$ cat src/mse_pkg.sv
package mse_pkg;

    localparam int DATA_W        = 32;
    localparam int DEPTH_DEFAULT = 64;

    // status from the sort sequencer to the top level
    typedef struct packed {
        logic done;      // one-cycle pulse at the end of the last pass
        logic src_bank;  // bank that holds the current (and finally sorted) data
    } sort_stat_t;

endpackage

$ cat src/mse_sorter.sv
module mse_sorter #(
    parameter int DEPTH  = mse_pkg::DEPTH_DEFAULT,
    localparam int AW    = (DEPTH > 1) ? $clog2(DEPTH) : 1,
    localparam int CNT_W = $clog2(DEPTH + 1),
    localparam int CW    = $clog2(DEPTH) + 2
) (
    input  logic                      aclk,
    input  logic                      aresetn,
    input  logic                      start,
    input  logic [CNT_W-1:0]          n,
    output logic [AW-1:0]             rd_addr_a,
    output logic [AW-1:0]             rd_addr_b,
    input  logic [mse_pkg::DATA_W-1:0] rd_data_a,
    input  logic [mse_pkg::DATA_W-1:0] rd_data_b,
    output logic                      wr_en,
    output logic [AW-1:0]             wr_addr,
    output logic [mse_pkg::DATA_W-1:0] wr_data,
    output mse_pkg::sort_stat_t       stat
);

    localparam logic [2:0] ST_IDLE  = 3'd0;
    localparam logic [2:0] ST_SETUP = 3'd1;
    localparam logic [2:0] ST_READ  = 3'd2;
    localparam logic [2:0] ST_CMP   = 3'd3;
    localparam logic [2:0] ST_DONE  = 3'd4;

    logic [2:0]    state_reg, state_next;
    logic [CW-1:0] n_reg, n_next;
    logic [CW-1:0] width_reg, width_next;
    logic [CW-1:0] lo_reg, lo_next;
    logic [CW-1:0] mid_reg, mid_next;
    logic [CW-1:0] hi_reg, hi_next;
    logic [CW-1:0] i_reg, i_next;
    logic [CW-1:0] j_reg, j_next;
    logic [CW-1:0] k_reg, k_next;
    logic          src_reg, src_next;

    logic [CW-1:0] sum_mid;
    logic [CW-1:0] sum_hi;
    logic [CW-1:0] width_dbl;
    logic          take_left;

    assign width_dbl = width_reg << 1;
    assign sum_mid   = lo_reg + width_reg;
    assign sum_hi    = lo_reg + width_dbl;

    // the shared comparator: left wins when the right run is exhausted or left is strictly smaller
    assign take_left = (i_reg < mid_reg) &&
                       ((j_reg >= hi_reg) || ($signed(rd_data_a) < $signed(rd_data_b)));

    assign rd_addr_a = i_reg[AW-1:0];
    assign rd_addr_b = j_reg[AW-1:0];
    assign wr_en     = (state_reg == ST_CMP);
    assign wr_addr   = k_reg[AW-1:0];
    assign wr_data   = take_left ? rd_data_a : rd_data_b;

    assign stat.done     = (state_reg == ST_DONE);
    assign stat.src_bank = src_reg;

    always_comb begin
        state_next = state_reg;
        n_next     = n_reg;
        width_next = width_reg;
        lo_next    = lo_reg;
        mid_next   = mid_reg;
        hi_next    = hi_reg;
        i_next     = i_reg;
        j_next     = j_reg;
        k_next     = k_reg;
        src_next   = src_reg;
        unique case (state_reg)
            ST_IDLE: begin
                if (start) begin
                    n_next     = CW'(n);
                    width_next = CW'(1);
                    lo_next    = '0;
                    src_next   = 1'b0;
                    state_next = ST_SETUP;
                end
            end
            ST_SETUP: begin
                if (lo_reg >= n_reg) begin
                    // pass finished, the destination bank becomes the source
                    width_next = width_dbl;
                    src_next   = ~src_reg;
                    lo_next    = '0;
                    state_next = (width_dbl >= n_reg) ? ST_DONE : ST_SETUP;
                end else begin
                    mid_next   = (sum_mid > n_reg) ? n_reg : sum_mid;
                    hi_next    = (sum_hi > n_reg) ? n_reg : sum_hi;
                    i_next     = lo_reg;
                    j_next     = (sum_mid > n_reg) ? n_reg : sum_mid;
                    k_next     = lo_reg;
                    state_next = ST_READ;
                end
            end
            ST_READ: begin
                if (k_reg == hi_reg) begin
                    lo_next    = hi_reg;
                    state_next = ST_SETUP;
                end else begin
                    state_next = ST_CMP;
                end
            end
            ST_CMP: begin
                k_next = k_reg + CW'(1);
                if (take_left) begin
                    i_next = i_reg + CW'(1);
                end else begin
                    j_next = j_reg + CW'(1);
                end
                state_next = ST_READ;
            end
            ST_DONE: begin
                state_next = ST_IDLE;
            end
            default: begin
                state_next = ST_IDLE;
            end
        endcase
    end

    always_ff @(posedge aclk) begin
        if (!aresetn) begin
            state_reg <= ST_IDLE;
            src_reg   <= 1'b0;
        end else begin
            state_reg <= state_next;
            src_reg   <= src_next;
        end
        n_reg     <= n_next;
        width_reg <= width_next;
        lo_reg    <= lo_next;
        mid_reg   <= mid_next;
        hi_reg    <= hi_next;
        i_reg     <= i_next;
        j_reg     <= j_next;
        k_reg     <= k_next;
    end

    // a write always lands inside the run being merged
    a_write_in_run: assert property (@(posedge aclk) disable iff (!aresetn)
        (state_reg == ST_CMP) |-> (k_reg < hi_reg))
        else $error("merge write beyond end of run");

    // some element is left to take whenever a write happens
    a_source_left: assert property (@(posedge aclk) disable iff (!aresetn)
        (state_reg == ST_CMP) |-> ((i_reg < mid_reg) || (j_reg < hi_reg)))
        else $error("merge step with both runs exhausted");

    // output count matches consumed inputs within a run
    a_count_track: assert property (@(posedge aclk) disable iff (!aresetn)
        (state_reg == ST_READ) |->
            (k_reg - lo_reg == (i_reg - lo_reg) + (j_reg - mid_reg)))
        else $error("merge indexes out of step");

    // start is only given to an idle sequencer
    a_start_idle: assert property (@(posedge aclk) disable iff (!aresetn)
        start |-> (state_reg == ST_IDLE))
        else $error("sort started while busy");

endmodule

$ cat config.mk
export PLATFORM = sky130hd
export DESIGN_NAME = mse_sorter
export DESIGN_NICKNAME = d
export VERILOG_FILES = /design/src/mse_pkg.sv /design/src/mse_sorter.sv
export SDC_FILE = /design/constraint.sdc
export NUM_CORES = 1
export LEC_CHECK = 0
export ABC_AREA = 0
export BUFFER_PORTS_ARGS = -buffer_cell sky130_fd_sc_hd__buf_2
export CAP_MARGIN = 20
export CORE_UTILIZATION = 30
export CTS_CLUSTER_SIZE = 30
export DETAILED_ROUTE_END_ITERATION = 6
export GPL_ROUTABILITY_DRIVEN = 0
export GPL_TIMING_DRIVEN = 0
export MAX_ROUTING_LAYER = met4
export SLEW_MARGIN = 20
export SYNTH_ARGS = -nofsm -noshare
export SYNTH_HDL_FRONTEND = slang
export SYNTH_SLANG_ARGS = --single-unit
$ cat constraint.sdc
create_clock -name aclk -period 5 [get_ports aclk]
set_input_delay 0.25 -clock aclk [delete_from_list [all_inputs] [get_ports aclk]]
set_output_delay 0.25 -clock aclk [all_outputs]
set_load 0.005 [all_outputs]
## Word-level counts from Yosys, hierarchy flattened

Cells that the tools add are included.

| storage, ports and cells | value |
|---|---|
| bits in registers | 67 |
| bits in latches | 0 |
| memory bits (writable) | 0 |
| ROM bits | 0 |
| input port bits | 74 |
| output and inout port bits | 53 |
| memories | 0 |

| operators by class | value |
|---|---|
| add/sub/neg operators | 5 |
| multiply operators | 0 |
| divide/modulo/power cells | 0 |
| order comparisons | 7 |
| equal/unequal tests | 11 |
| shift operators | 0 |
| muxes and demuxes | 25 |
| bitwise operators | 2 |
| reductions and logical operators | 13 |

Operators by type and width:

| operator | count |
|---|---|
| 8-bit 2-to-1 mux | 10 |
| 8-bit case mux with 2 select lines | 4 |
| 32-bit less-than comparator | 1 |
| 32-bit 2-to-1 mux | 1 |
| 8-bit by 1-bit adder with 8-bit output (second input constant) | 3 |
| 8-bit case mux with 3 select lines | 1 |
| 8-bit adder | 2 |
| 8-bit by 7-bit >= comparator with 1-bit output | 2 |
| 8-bit by 7-bit > comparator with 1-bit output | 2 |
| 3-bit case mux with 4 select lines | 1 |
| 2-bit != test (second input constant) | 5 |
| 3-bit 2-to-1 mux | 3 |
| 3-bit AND reduction | 3 |
| 8-bit equality test | 1 |
| 8-bit >= comparator | 1 |
| 8-bit less-than comparator | 1 |
| 7-bit 2-to-1 mux | 1 |
| 3-bit by 2-bit equality test with 1-bit output (second input constant) | 2 |
| 2-bit AND reduction | 3 |
| 4-bit AND reduction | 1 |
| 2-bit nonzero test | 2 |
| 3-bit by 1-bit equality test with 1-bit output (second input constant) | 1 |
| 3-bit equality test (second input constant) | 1 |
| 3-bit logical NOT | 1 |
| other kinds (8) | 10 |

## Logic depth before layout (Yosys ltp)

| depth | value |
|---|---|
| depth in word-level cells | 5 |
| mapped depth | 14 |

## Least setup slack after synthesis

No wires, ideal clock.

| timing | value |
|---|---|
| path type | register to register |
| start point | register width_reg[0] |
| end point | register j_reg[0] (data pin) |
| data arrival time | 3,186 ps |
| setup slack | 1,554 ps |
| stages on the path, launching flop included | 14 |
| path buffers | 0 |
| clock period less this slack | 3,446 ps |
| cell sequence | edfxtp_1 > ha_1 > fa_1 > a21oi_1 > o21ai_0 > o21a_1 > nor2_1 > xnor2_1 > ha_1 > a21oi_1 > nand3b_1 > a22oi_4 > mux2_4 > mux2_2 |

| on the way | value |
|---|---|
| word-level cells in the longest chain between the ends | 5 |

RTL lines:

| what | line | RTL |
|---|---|---|
| start: declaration | mse_sorter.sv:29 | `logic [CW-1:0] width_reg, width_next;` |
| start signal: assignment | mse_sorter.sv:132 | `width_reg <= width_next;` |
| 8-bit adder (*) | mse_sorter.sv:44 | `assign sum_mid = lo_reg + width_reg;` |
| 8-bit by 7-bit > comparator with 1-bit output | mse_sorter.sv:92 | `j_next = (sum_mid > n_reg) ? n_reg : sum_mid;` |
| 8-bit 2-to-1 mux (*) | mse_sorter.sv:92 |  |
| 8-bit 2-to-1 mux (*) | mse_sorter.sv:82 | `if (lo_reg >= n_reg) begin` |
| 8-bit case mux with 2 select lines (*) | mse_sorter.sv:71 | `unique case (state_reg)` |
| via j_next[0] | mse_sorter.sv:34 | `logic [CW-1:0] j_reg, j_next;` |
| end signal: assignment | mse_sorter.sv:137 | `j_reg <= j_next;` |
| end: declaration | mse_sorter.sv:34 |  |

The timed path passes the listed nets; every way through them passes the cells marked *. The select of a mux whose other input is x is not followed.
A chain may end at the register's enable or synchronous reset.

## Worst setup path in the final report

| timing | value |
|---|---|
| start point | register lo_reg[0] |
| end point | register j_reg[1] (data pin) |

| on the way | value |
|---|---|
| word-level cells in the longest chain between the ends | 5 |

RTL lines:

| what | line | RTL |
|---|---|---|
| start: declaration | mse_sorter.sv:30 | `logic [CW-1:0] lo_reg, lo_next;` |
| start signal: assignment | mse_sorter.sv:133 | `lo_reg <= lo_next;` |
| 8-bit adder (*) | mse_sorter.sv:44 |  |
| 8-bit by 7-bit > comparator with 1-bit output | mse_sorter.sv:92 |  |
| 8-bit 2-to-1 mux (*) | mse_sorter.sv:92 |  |
| 8-bit 2-to-1 mux (*) | mse_sorter.sv:82 |  |
| 8-bit case mux with 2 select lines (*) | mse_sorter.sv:71 |  |
| via j_next[1] | mse_sorter.sv:34 |  |

Marks and branches as above.

==> results.md <==
- Status: finished clean
- Initial detailed-routing violation count: approximately 290
- VDD IR-drop max: between 0.2 and 0.3 mV
- Number of global-route vias before repair: between 4k and 5k
- Bufs on Longest Clock Path: 2
- Area leader, netlist: edfxtp_1
- Final hold violation count: 0
- Clk Tree Root Cell: clkbuf_16
- Layout cells sized above 1: ~30%
- TNS Setup: 0 ps
- First-pass GRT wire length: 24.3 mm
- Crit end category: register
- Total die area: between 20000 and 25000 um2
- Reg2Reg Launch Point: lo_reg[0]$_SDFFCE_PP0P_
- # nets final: between 800 and 900
- CP bufs+invs: 0
- Hold-fix buffers, CTS: 0
- Fin crit share: 79.8%
- Synth unique cells: 58
- MaxCap Viol Count: 0
- Detailed Route WL: about 15 mm
- Largest cells by area after synthesis: edfxtp_1 32%, ha_1 19%, mux2_2 7.9%
- CTS resizes: 0
- Hold WC Path Type: in2reg
- Relative slew slack: a little under half
- Hold Startpoint: n[3]
- Setup bufs post-CTS: 0
- Post-synthesis cell count: 580
- CP max-delay cell: edfxtp_1
- Diodes inserted: 0
- Most common flop cell mapped by yosys: edfxtp_1
- Die X: about 140 um
- Drt first pass iters: 4
- Final number of setup-violating endpoints: 0
- Hpwl dp: 12.8 mm
- Synth-to-Final Area Change: 20.9%
- Mean cell area of the mapped netlist: ~10 um2
- RSZ-0062 raised after global routing: false
- Reg clk slew, reported paths: roughly 50 ps
- Commonest non-fill, non-tap cells in the layout: 126 x buf_2, 88 x ha_1, 65 x inv_1
- Via count: 4683
- PD cells: 532 nW/um2
- Worst Path Required: around 5100 ps
- Fmax: between 0.2 and 0.3 GHz
- Synth Register Bits: 67
- Fin crit period: ~4000 ps
- Initial antenna violation count: 0
- Post-synth ARST share: 0%
- Die H: 142 um
- Congestion Overflow GR: 0
- Slew Viols, Final: 0
- Setup Skew: around 4 ps
- Starting Density: a little under a third
- Worst skew pair latency: approximately 330 ps
- Core region area: between 15000 and 20000 um2
- CTS Sinks: between 60 and 70
- Finished Cell Area: 7070 um2
- Synth Warn #: 0
- Critical Path Source: lo_reg[0]$_SDFFCE_PP0P_
- GRT Total Usage: between 15 and 20%
- Crit path DAT: 4070 ps
- Rows: 50
- Final ANT Viol Nets: 0
- Post-synth EDFFs: 63
- Slowest stage delay, CP: 520 ps
- Largest net degree at the start of global routing: 19
- Lkg Pwr: roughly 3.3 nW
- # IOs: ~130
- Via/cell ratio: 4.76
- Filler instances: about 1.9k
- CTS tree: done
- Placed cell area: about 6800 um2
- Top cell type's share of synthesized area: 32.4%
- Register area share after synthesis: 33.7%
- CP max FO: 7
- Crit-path cells: ha_1, fa_1, a21oi_1, o21ai_0, o21a_1, nor2_1, xnor2_1, ha_1, a21oi_1, nand3b_1, a22oi_4, mux2_4, mux2_2
- Worst Setup Path Type: reg2reg
- DRC viols: 0
- Worst-Margin Slew: about 820 ps
- Most common cell after layout, fill and taps aside: buf_2
- Crit path max-delay family: compound AO/OA/AOI/OAI gates
- Buffers added on ports: 126
- Number of buffers created by CTS: 9
- Startpoint types: register
- Synth Cell Area: ~5800 um2
- Routed length per placed instance: 15.5 um
- H-Tree Depth: 3
==> stage by stage <==
step	cells	setup WS, ps	hold WS (ps)	utilization (%)	total power, W
4_1_cts	983	986	82.1	37.4	0.00379
3_5_place_dp	967	992	428	36.1	0.00322
6_report	983	1010	93.1	37.4	0.00376
5_1_grt	983	810	79.9	37.4	0.00406
3_3_place_gp	967	1060	427	36.0	0.00319
2_1_floorplan	581	1550	349	-	0.00258
==> power by group <==
| part | internal [W] | switching [W] | total, W |
|---|---|---|---|
| clock network | 0.000331 | 0.000225 | 0.000557 |
| registers | 0.000884 | 0.000181 | 0.00107 |
| logic | 0.00104 | 0.00110 | 0.00214 |
| total | 0.00226 | 0.00151 | 0.00376 |
==> cell families (layout without fill, tap and decap cells) <==
group	after synthesis	in the layout	synth area share, %
xor gates and xnor gates	32	32	4.79
other	1	2	0.0642
AOI/OAI and AO/OA	117	117	12.7
DFF	67	67	33.7
buffers and inverters	96	238	7.77
and+or+nand+nor	127	127	11.4
adders and majority gates	90	90	19.5
muxes	50	50	10.0
==> worst paths after layout <==
path         cells past startpoint                    to  slack (ps)
max                             13    j_reg[1]$_DFFE_PP_        1010
min reg2reg                      2  src_reg$_SDFFE_PN0P_         530
min                              1    n_reg[3]$_DFFE_PP_          90
max reg2reg                     13    j_reg[1]$_DFFE_PP_        1010
==> metal layers <==
metal | routed length, um | up-vias | track usage, %
li1 | - | 2379 | -
met4 | 189 | 0 | 3.74
met5 | 0 | - | -
met1 | 7200 | 2185 | 21.0
met3 | 892 | 17 | 3.81
met2 | 6970 | 102 | 25.2
==> final cells by class <==
class | count | area (um2) | share of cell area (%)
multi-input combinational | 418 | 3430 | 48.5
sequential | 67 | 1970 | 27.9
timing repair buffer | 126 | 631 | 8.92
tap | 260 | 325 | 4.60
inverter | 67 | 251 | 3.56
clock buffer | 12 | 236 | 3.35
buffer | 29 | 203 | 2.87
clock inverter | 4 | 18.8 | 0.266
==> cell usage after synthesis (4+ instances only) <==
master,instances
a21o_1,10
nand3_1,19
edfxtp_1,63
o21a_1,12
o21ai_0,22
nor4_1,10
nand2b_1,4
nand4_1,5
and3_1,12
nor2b_1,4
nor2_1,26
and4_1,5
a211oi_1,5
clkbuf_1,6
xor2_1,23
mux2_4,7
nor3_1,7
ha_1,88
inv_1,65
xnor2_1,9
mux2_2,41
nand2_1,25
dfxtp_1,4
a21oi_1,42
buf_4,19
a31oi_1,4
==> worst reg2reg max path, cell delays in order, from the launching register on <==
cell	delay, ps
edfxtp_1	520
ha_1	310
fa_1	420
a21oi_1	190
o21ai_0	160
o21a_1	200
nor2_1	120
xnor2_1	160
ha_1	280
a21oi_1	200
nand3b_1	160
a22oi_4	400
mux2_4	380
mux2_2	270
No activity file was read; power rests on OpenSTA's default activity.
